<file path="config.mk">
export PLATFORM = sky130hd
export DESIGN_NAME = fan_speed_mode_timer_control_core
export DESIGN_NICKNAME = d
export VERILOG_FILES = /design/src/rtl/core/fsmtc_pkg.sv /design/src/rtl/core/fan_speed_mode_timer_control_core.sv
export SDC_FILE = /design/constraint.sdc
export NUM_CORES = 1
export LEC_CHECK = 0
export BUFFER_PORTS_ARGS = -buffer_cell sky130_fd_sc_hd__buf_2
export CORE_UTILIZATION = 30
export DETAILED_ROUTE_END_ITERATION = 12
export SKIP_CTS_REPAIR_TIMING = 1
export SYNTH_ARGS = -nofsm -noshare
export SYNTH_HDL_FRONTEND = slang
export SYNTH_SLANG_ARGS = --single-unit
</file>
<file path="constraint.sdc">
create_clock -name clk_i -period 6.9 [get_ports clk_i]
set_input_delay 1.035 -clock clk_i [delete_from_list [all_inputs] [get_ports clk_i]]
set_output_delay 1.035 -clock clk_i [all_outputs]
set_load 0.02 [all_outputs]
</file>
<file path="src/rtl/core/fsmtc_pkg.sv">
// Package for the fan speed, mode and off-timer controller.
// Holds event codes, register indexes, reset values and level arithmetic.
// No dependencies.
`default_nettype none

package fsmtc_pkg;

  localparam int unsigned TimeW  = 9;
  localparam int unsigned LevelW = 3;
  localparam int unsigned TempW  = 8;
  localparam int unsigned DutyW  = 8;
  localparam int unsigned OpW    = 3;
  localparam int unsigned CfgIdxW = 2;
  localparam int unsigned CfgDataW = 9;

  localparam logic [TimeW-1:0]  InitialTimeRst = 9'd30;
  localparam logic [TimeW-1:0]  TimeStepRst    = 9'd30;
  localparam logic [TimeW-1:0]  TimeLimitRst   = 9'd300;
  localparam logic [LevelW-1:0] MaxLevelRst    = 3'd4;
  localparam logic [TimeW-1:0]  TimeLeftRst    = 9'd30;

  localparam int unsigned DutyPerLevel = 25;
  // temperature / 20 as (temperature * 205) >> 12, exact for 8-bit values
  localparam logic [7:0]  RecipTwenty  = 8'd205;
  localparam int unsigned RecipShift   = 12;

  typedef enum logic [OpW-1:0] {
    OP_SAMPLE  = 3'd0,
    OP_MODE    = 3'd1,
    OP_SPEED   = 3'd2,
    OP_TIMER   = 3'd3,
    OP_ADDTIME = 3'd4,
    OP_TICK    = 3'd5
  } opcode_e;

  typedef enum logic [CfgIdxW-1:0] {
    REG_INITIAL_TIME = 2'd0,
    REG_TIME_STEP    = 2'd1,
    REG_TIME_LIMIT   = 2'd2,
    REG_MAX_LEVEL    = 2'd3
  } cfg_reg_e;

  function automatic logic [3:0] temp_to_level(input logic [TempW-1:0] temp);
    logic [15:0] prod;
    prod = temp * RecipTwenty;
    return prod[RecipShift +: 4];
  endfunction

  function automatic logic [DutyW-1:0] level_to_duty(input logic [LevelW-1:0] lvl);
    logic [DutyW-1:0] duty;
    duty = {{(DutyW-LevelW){1'b0}}, lvl} * DutyW'(DutyPerLevel);
    return duty;
  endfunction

endpackage

`default_nettype wire

</file>
<file path="src/rtl/core/fan_speed_mode_timer_control_core.sv">
// Top level of the fan speed, mode and off-timer controller.
// Path: input register, then result register; a stalled result holds the item in the input register.
// Throughput: one item per cycle while the output is not stalled; the event decode and state update are combinational.
// An item is taken while a finished result still waits in the result register.
// Reset: mode automatic, level 0, timer off, 30 s left, lamp off, registers at defaults.
// Depends on fsmtc_pkg.
`default_nettype none

module fan_speed_mode_timer_control_core import fsmtc_pkg::*; (
  input  wire logic                clk_i,
  input  wire logic                rst_ni,
  // configuration
  input  wire logic                cfg_we_i,
  input  wire logic [CfgIdxW-1:0]  cfg_index_i,
  input  wire logic [CfgDataW-1:0] cfg_data_i,
  // input channel
  input  wire logic                in_valid_i,
  output logic                     in_ready_o,
  input  wire logic [OpW-1:0]      opcode_i,
  input  wire logic [TempW-1:0]    temperature_i,
  input  wire logic                motion_i,
  // output channel
  output logic                     out_valid_o,
  input  wire logic                out_ready_i,
  output logic [DutyW-1:0]         fan_duty_o,
  output logic [LevelW-1:0]        level_now_o,
  output logic                     automatic_res_o,
  output logic                     timer_active_o,
  output logic [TimeW-1:0]         seconds_left_o,
  output logic                     lamp_o
);

  // configuration registers
  logic [TimeW-1:0]  initial_time_q, time_step_q, time_limit_q;
  logic [LevelW-1:0] max_level_q;

  always_ff @(posedge clk_i or negedge rst_ni) begin
    if (!rst_ni) begin
      initial_time_q <= InitialTimeRst;
      time_step_q    <= TimeStepRst;
      time_limit_q   <= TimeLimitRst;
      max_level_q    <= MaxLevelRst;
    end else if (cfg_we_i) begin
      case (cfg_reg_e'(cfg_index_i))
        REG_INITIAL_TIME: initial_time_q <= cfg_data_i[TimeW-1:0];
        REG_TIME_STEP:    time_step_q    <= cfg_data_i[TimeW-1:0];
        REG_TIME_LIMIT:   time_limit_q   <= cfg_data_i[TimeW-1:0];
        REG_MAX_LEVEL:    max_level_q    <= cfg_data_i[LevelW-1:0];
        default: ;
      endcase
    end
  end

  // handshake
  logic in_vld_q;
  logic adv;
  logic take_in;

  assign adv        = in_vld_q && (!out_valid_o || out_ready_i);
  assign in_ready_o = !in_vld_q || adv;
  assign take_in    = in_valid_i && in_ready_o;

  // input register
  logic [OpW-1:0]   op_q;
  logic [TempW-1:0] temp_q;
  logic             motion_q;

  always_ff @(posedge clk_i or negedge rst_ni) begin
    if (!rst_ni) begin
      in_vld_q <= 1'b0;
    end else if (in_ready_o) begin
      in_vld_q <= in_valid_i;
    end
  end

  always_ff @(posedge clk_i) begin
    if (take_in) begin
      op_q     <= opcode_i;
      temp_q   <= temperature_i;
      motion_q <= motion_i;
    end
  end

  // controller state
  logic              auto_q, auto_d;
  logic [LevelW-1:0] level_q, level_d;
  logic              timer_q, timer_d;
  logic [TimeW-1:0]  left_q, left_d;
  logic              lamp_q, lamp_d;

  logic [3:0]        temp_lv;
  logic [TimeW:0]    add_sum;
  logic              left_nz;

  assign temp_lv = temp_to_level(temp_q);
  assign add_sum = {1'b0, left_q} + {1'b0, time_step_q};
  assign left_nz = (left_q != '0);

  always_comb begin
    auto_d  = auto_q;
    level_d = level_q;
    timer_d = timer_q;
    left_d  = left_q;
    lamp_d  = lamp_q;
    case (opcode_e'(op_q))
      OP_SAMPLE: begin
        lamp_d = motion_q;
        if (auto_q && left_nz) begin
          level_d = (temp_lv > {1'b0, max_level_q}) ? max_level_q : temp_lv[LevelW-1:0];
        end
      end
      OP_MODE: begin
        auto_d = !auto_q;
      end
      OP_SPEED: begin
        if (!auto_q) begin
          level_d = (level_q >= max_level_q) ? '0 : level_q + LevelW'(1);
        end
      end
      OP_TIMER: begin
        timer_d = !timer_q;
        left_d  = initial_time_q;
      end
      OP_ADDTIME: begin
        // wrap back to one step at or beyond the limit
        if (timer_q && left_nz) begin
          left_d = (add_sum >= {1'b0, time_limit_q}) ? time_step_q : add_sum[TimeW-1:0];
        end
      end
      OP_TICK: begin
        if (timer_q && left_nz) begin
          left_d = left_q - TimeW'(1);
        end
      end
      default: ;
    endcase
    // expired off-timer holds the fan stopped
    if (timer_d && (left_d == '0)) begin
      level_d = '0;
    end
  end

  always_ff @(posedge clk_i or negedge rst_ni) begin
    if (!rst_ni) begin
      auto_q  <= 1'b1;
      level_q <= '0;
      timer_q <= 1'b0;
      left_q  <= TimeLeftRst;
      lamp_q  <= 1'b0;
    end else if (adv) begin
      auto_q  <= auto_d;
      level_q <= level_d;
      timer_q <= timer_d;
      left_q  <= left_d;
      lamp_q  <= lamp_d;
    end
  end

  // result register
  always_ff @(posedge clk_i or negedge rst_ni) begin
    if (!rst_ni) begin
      out_valid_o <= 1'b0;
    end else if (!out_valid_o || out_ready_i) begin
      out_valid_o <= in_vld_q;
    end
  end

  always_ff @(posedge clk_i) begin
    if (adv) begin
      fan_duty_o      <= level_to_duty(level_d);
      level_now_o     <= level_d;
      automatic_res_o <= auto_d;
      timer_active_o  <= timer_d;
      seconds_left_o  <= left_d;
      lamp_o          <= lamp_d;
    end
  end

endmodule

`default_nettype wire

</file>
## Yosys cells after proc, flatten, opt, wreduce, memory -nomap -nowiden

Cells that the tools add are included.

| storage, ports and cells | value |
|---|---|
| output and inout bits | 25 |
| logic and storage cells | 68 |
| bits in registers | 82 |

| operators by class | value |
|---|---|
| magnitude comparators | 3 |
| reduce and logical (&&, ||, !) cells | 19 |
| add/sub/neg operators | 3 |
| equal/unequal tests | 8 |
| multiply operators | 2 |
| multiplexer cells | 13 |

Operator list:

| operator | number |
|---|---|
| $mux 9 | 3 |
| $pmux 9 s3 | 1 |
| $mul 8x8->16 const B | 1 |
| $mux 3 | 5 |
| $add 9x9->10 | 1 |
| $ge 10x9->1 | 1 |
| $logic_not 9->1 | 1 |
| $reduce_bool 9->1 | 1 |
| $sub 9x1->9 const B | 1 |
| $mul 3x5->8 const B | 1 |
| $reduce_and 2->1 | 4 |
| $eq 3x2->1 const B | 2 |
| $eq 3x3->1 const B | 2 |
| $pmux 3 s2 | 1 |
| $logic_and 1x1->1 | 5 |
| $eq 2x2->1 const B | 2 |
| $gt 4x3->1 | 1 |
| $logic_not 1->1 | 4 |
| $add 3x1->3 const B | 1 |
| $eq 3x1->1 const B | 1 |
| $ge 3x3->1 | 1 |
| $logic_not 3->1 | 1 |
| $mux 1 | 3 |
| $eq 2x1->1 const B | 1 |
| other kinds (2) | 3 |

## Logic depth before layout (Yosys ltp)

| logic depth | value |
|---|---|
| depth in word-level cells | 9 |
| depth in mapped cells | 27 |

## Worst setup path after synthesis

No wires, ideal clock.

| path | value |
|---|---|
| path type | register to register |
| from | register temp_q[5] |
| to | register fan_duty_o[6] (data pin) |
| arrival | 5498 ps |
| buffers on the path | 0 |
| cell stages (with the launch flop) | 25 |
| clock period less this slack | 5755 ps |
| data required time | 6643 ps |
| library setup time | 257 ps |
| slack | 1145 ps |
| path through | edfxtp_1 ha_1 fa_1 fa_1 inv_1 fa_1 inv_1 ha_1 nand3_1 nand2_1 a41oi_1 o2111ai_1 a21o_1 xor2_1 ha_1 a21oi_1 a31oi_1 nor2_1 mux2i_1 mux2_2 o2bb2ai_1 nor2_1 ha_1 ha_1 xor2_1 |

| between the ends | value |
|---|---|
| cells in the longest elaborated chain, start to end | 7 |

RTL lines:

| item | RTL line | source |
|---|---|---|
| start: declaration | fan_speed_mode_timer_control_core.sv:65 | `logic [TempW-1:0] temp_q;` |
| start signal: assignment | fan_speed_mode_timer_control_core.sv:79 | `temp_q <= temperature_i;` |
| $mul 8x8->16 (*) | fsmtc_pkg.sv:45 | `prod = temp * RecipTwenty;` |
| $gt 4x3->1 | fan_speed_mode_timer_control_core.sv:109 | `level_d = (temp_lv > {1'b0, max_level_q}) ? max_level_q : temp_lv[LevelW-1:0];` |
| $mux 3 (*) | fan_speed_mode_timer_control_core.sv:109 |  |
| $mux 3 (*) | fan_speed_mode_timer_control_core.sv:108 | `if (auto_q && left_nz) begin` |
| $pmux 3 s2 (*) | fan_speed_mode_timer_control_core.sv:105 | `case (opcode_e'(op_q))` |
| $mux 3 (*) | fan_speed_mode_timer_control_core.sv:138 | `if (timer_d && (left_d == '0)) begin` |
| via level_d[0] | fan_speed_mode_timer_control_core.sv:86 | `logic [LevelW-1:0] level_q, level_d;` |
| $mul 3x5->8 (*) | fsmtc_pkg.sv:51 | `duty = {{(DutyW-LevelW){1'b0}}, lvl} * DutyW'(DutyPerLevel);` |
| end signal: assignment | fan_speed_mode_timer_control_core.sv:170 | `fan_duty_o <= level_to_duty(level_d);` |
| end: declaration | fan_speed_mode_timer_control_core.sv:25 | `output logic [DutyW-1:0] fan_duty_o,` |

Mark *: on every way through the listed nets, which the timed path passes. The rest lies on a longest branch.
A chain may end at the register's enable or synchronous reset.

## Worst setup path in the final report

| path | value |
|---|---|
| from | register temp_q[5] |
| to | register fan_duty_o[6] (data pin) |

| between the ends | value |
|---|---|
| cells in the longest elaborated chain, start to end | 7 |

RTL lines:

| item | RTL line |
|---|---|
| $mul 8x8->16 (*) | fsmtc_pkg.sv:45 |
| $gt 4x3->1 | fan_speed_mode_timer_control_core.sv:109 |
| $mux 3 (*) | fan_speed_mode_timer_control_core.sv:109 |
| $mux 3 (*) | fan_speed_mode_timer_control_core.sv:108 |
| $pmux 3 s2 (*) | fan_speed_mode_timer_control_core.sv:105 |
| $mux 3 (*) | fan_speed_mode_timer_control_core.sv:138 |
| $mul 3x5->8 (*) | fsmtc_pkg.sv:51 |

Mark *: on every way between the ends. The rest lies on a longest branch, timed or not.

==> out/qor.yml <==
cts.sinks: 78
die-width_um: 140
seqPwrFrac_pct: 30.5
critPathMaxFanout: 4
ys_seq_elements: 78
routed_wl_um: 12700
cts_max_path_buffers: 2
intPower_mw: 1.48
synth_adder_area_share_pct: 20.0
async_flop_share_pct: 60.3
synth_top_area_share_pct: 16.3
synthFlopType: "edfxtp_1"
netlist_area_mm2: 0.00570
hp-class: "flop to flop"
core_mm2: 0.0186
status: "complete, no violations"
nets: 708
dp.final_hpwl_um: 10000
antenna_found_initial: 0
antennaDiodeCount: 0
ys_warn_count: 0
p_sw_mw: 1.11
placed_area_mm2: 0.00616
final_util_pct: 34.7
switching_share_pct: 42.9
ys_types: 69
relSlewSlack_pct: 26.9
rsz0062_at_grt: "false"
period_needed_ns: 6.16
die-area_mm2: 0.0195
cts-root-buf: "clkbuf_16"
grt_pass1_wl_um: 21300
via_per_inst: 5.06
die_h_um: 140
cts_tree: "built"
cts_made_buffers: 9
p_clk_share_pct: 19.0
synth.largest_area_cell: "edfxtp_1"
max-cap-violations: 0
syn_inst: 549
drc: 0
crit_slowest_cell: "fa_1"
p_per_area_mw_per_mm2: 399
cp.required_ns: 7.00
tightest_slew_ns: 1.10
worst_setup_path_start_kind: "flop"
critPathMostFrequentCell: "ha_1"
synth_compound_area_share_pct: 14.7
finalHoldViolations: 0
fin_crit_sh_pct: 89.3
synthTopCellsByCount: "ha_1 (72), inv_1 (54), mux2_2 (38), nand2_1 (37), edfxtp_1 (31)"
syn_nets: 661
vias: 4229
synthTopCellsByArea: "edfxtp_1 (16%), ha_1 (16%), dfrtp_1 (13%), dfstp_2 (8.3%), mux2_2 (7.5%)"
synth_top_family_by_area: "adder cells"
ant_nets: 0
grt_pass1_vias: 4090
worst_skew_pair.late_latency_ns: 0.35
critPathArrivalTime_ns: 6.26
fmax_ghz: 0.162
grt-ovfl-total: 0
start_util_pct: 30.6
path_class: "flop to flop"
yosysSeqAreaShare_pct: 37.4
final_area_mm2: 0.00647
io_pins: 53
port_buffers: 52
endpoint_kind: "flop"
synthMuxAreaShare_pct: 7.86
first_pass_iters: 8
clk_pin_slew_ns: 0.06
wire_per_inst_um: 15.3
combPwrFrac_pct: 50.5
drt_iter0_drc: 297
drv_slew: 0
grt_max_degree: 48
setup_viol: 0
avgSynthCellArea_um2: 10.4
synthXorXnorAreaFrac_pct: 3.08
synth_edf_count: 31
yosysMostFrequentCell: "ha_1"
worst_ir_drop_vdd_uv: 136
synthSimpleGateAreaFrac_pct: 11.6
max_stage_delay_ns: 0.52
num_rows: 50
final_layout_size_suffix_gt1_share_pct: 23.0
area_growth_pct: 13.7
h-tree-depth: 3
grt.total_usage_pct: 13.8
place.gp.congestion: 0.859
tns_ns: 0
fin_worst_skew_ns: 0.0124
leakagePower_nw: 2.88
==> worst max-delay path, delay by kind of cell, from the launching register on <==
| family | cells | cell delay [ns] |
|---|---|---|
| flops | 1 | 0.43 |
| xor+xnor | 2 | 0.30 |
| fa+ha+maj | 8 | 2.80 |
| compound gates | 6 | 1.37 |
| buf+inv | 3 | 0.13 |
| simple gates | 4 | 0.37 |
| mux | 2 | 0.50 |
==> per-stage QoR <==
| stage | setup WS, ns | std cells | total power, mW | hold slack, ns |
|---|---|---|---|---|
| 2_1_floorplan | 1.15 | 549 | 1.76 | 0.442 |
| 3_3_place_gp | 0.850 | 819 | 2.07 | 0.459 |
| 3_5_place_dp | 0.752 | 819 | 2.09 | 0.469 |
| 4_1_cts | 0.710 | 835 | 2.60 | 0.482 |
| 5_1_grt | 0.348 | 835 | 2.82 | 0.519 |
| 6_report | 0.741 | 835 | 2.58 | 0.475 |
==> path summary, 6_finish.rpt <==
check / start / to / slack (ns) / cells past startpoint
min in group asynchronous: rst_ni / time_step_q[6]$_DFFE_PN0P_ / 0.78 / 2
max in group asynchronous: rst_ni / level_q[2]$_DFFE_PN0P_ / 5.70 / 2
setup reg to reg: temp_q[5]$_DFFE_PP_ / fan_duty_o[6]$_DFFE_PP_ / 0.74 / 25
setup / recovery: temp_q[5]$_DFFE_PP_ / fan_duty_o[6]$_DFFE_PP_ / 0.74 / 25
hold / removal: lamp_q$_DFFE_PN0P_ / lamp_q$_DFFE_PN0P_ / 0.47 / 2
hold reg to reg: lamp_q$_DFFE_PN0P_ / lamp_q$_DFFE_PN0P_ / 0.47 / 2
==> registers in the layout (all words and copies together), names as in the netlist, 7 cells and up <==
name,flops
initial_time_q,9
left_q,9
seconds_left_o,9
time_limit_q,9
time_step_q,9
temp_q,8
fan_duty_o,7
==> routing by layer <==
metal  wire length, µm  global-route usage, %  share of wire (%)
met5                 0                      0                  0
met3               561                   2.03                4.4
met4               208                   5.73                1.6
met1              6500                   19.8                 51
met2              5480                   20.7                 43
==> cell type report <==
| class | instances | area, µm² |
|---|---|---|
| tap | 234 | 293 |
| clock buffer | 12 | 278 |
| inverter | 54 | 203 |
| clock inverter | 4 | 33.8 |
| timing repair buffer | 54 | 275 |
| sequential | 78 | 2130 |
| multi-input combinational | 399 | 3260 |
| fill | 1892 | 12200 |
==> cells by family after synthesis <==
logic type / count (synthesis)
simple gates: 132
compound gates: 123
fa+ha+maj: 84
flops: 78
buf+inv: 72
mux: 40
xor+xnor: 20
==> layout by cell type, fill, tap and decap left out, drive strengths merged, types with 3 or more instances in the layout <==
cell type / count
mux2: 38
nor2b: 4
nand3b: 5
o41ai: 3
ha: 72
dfstp: 18
o21a: 5
a41oi: 3
nor2: 30
o31ai: 6
xnor2: 10
o2111ai: 3
nand4: 3
a211oi: 4
nor3: 10
dfrtp: 29
nand3: 15
fa: 12
edfxtp: 31
xor2: 10
a21oi: 29
clkbuf: 12
o22ai: 4
buf: 54
nor4: 7
inv: 56
a311oi: 3
nand2b: 8
nand2: 37
a21o: 6
a31oi: 4
o21ai: 31
o211ai: 3
==> power groups by stage <==
stage                     registers [mW]  clock network (mW)  logic [mW]
after CTS                          0.787               0.504        1.31
after global placement             0.793                   0        1.28
after floorplan                    0.767                   0       0.993
after detailed placement           0.793                   0        1.30
final                              0.789               0.491        1.31
after global routing               0.812               0.520        1.48
No activity file was read; power rests on OpenSTA's default activity.
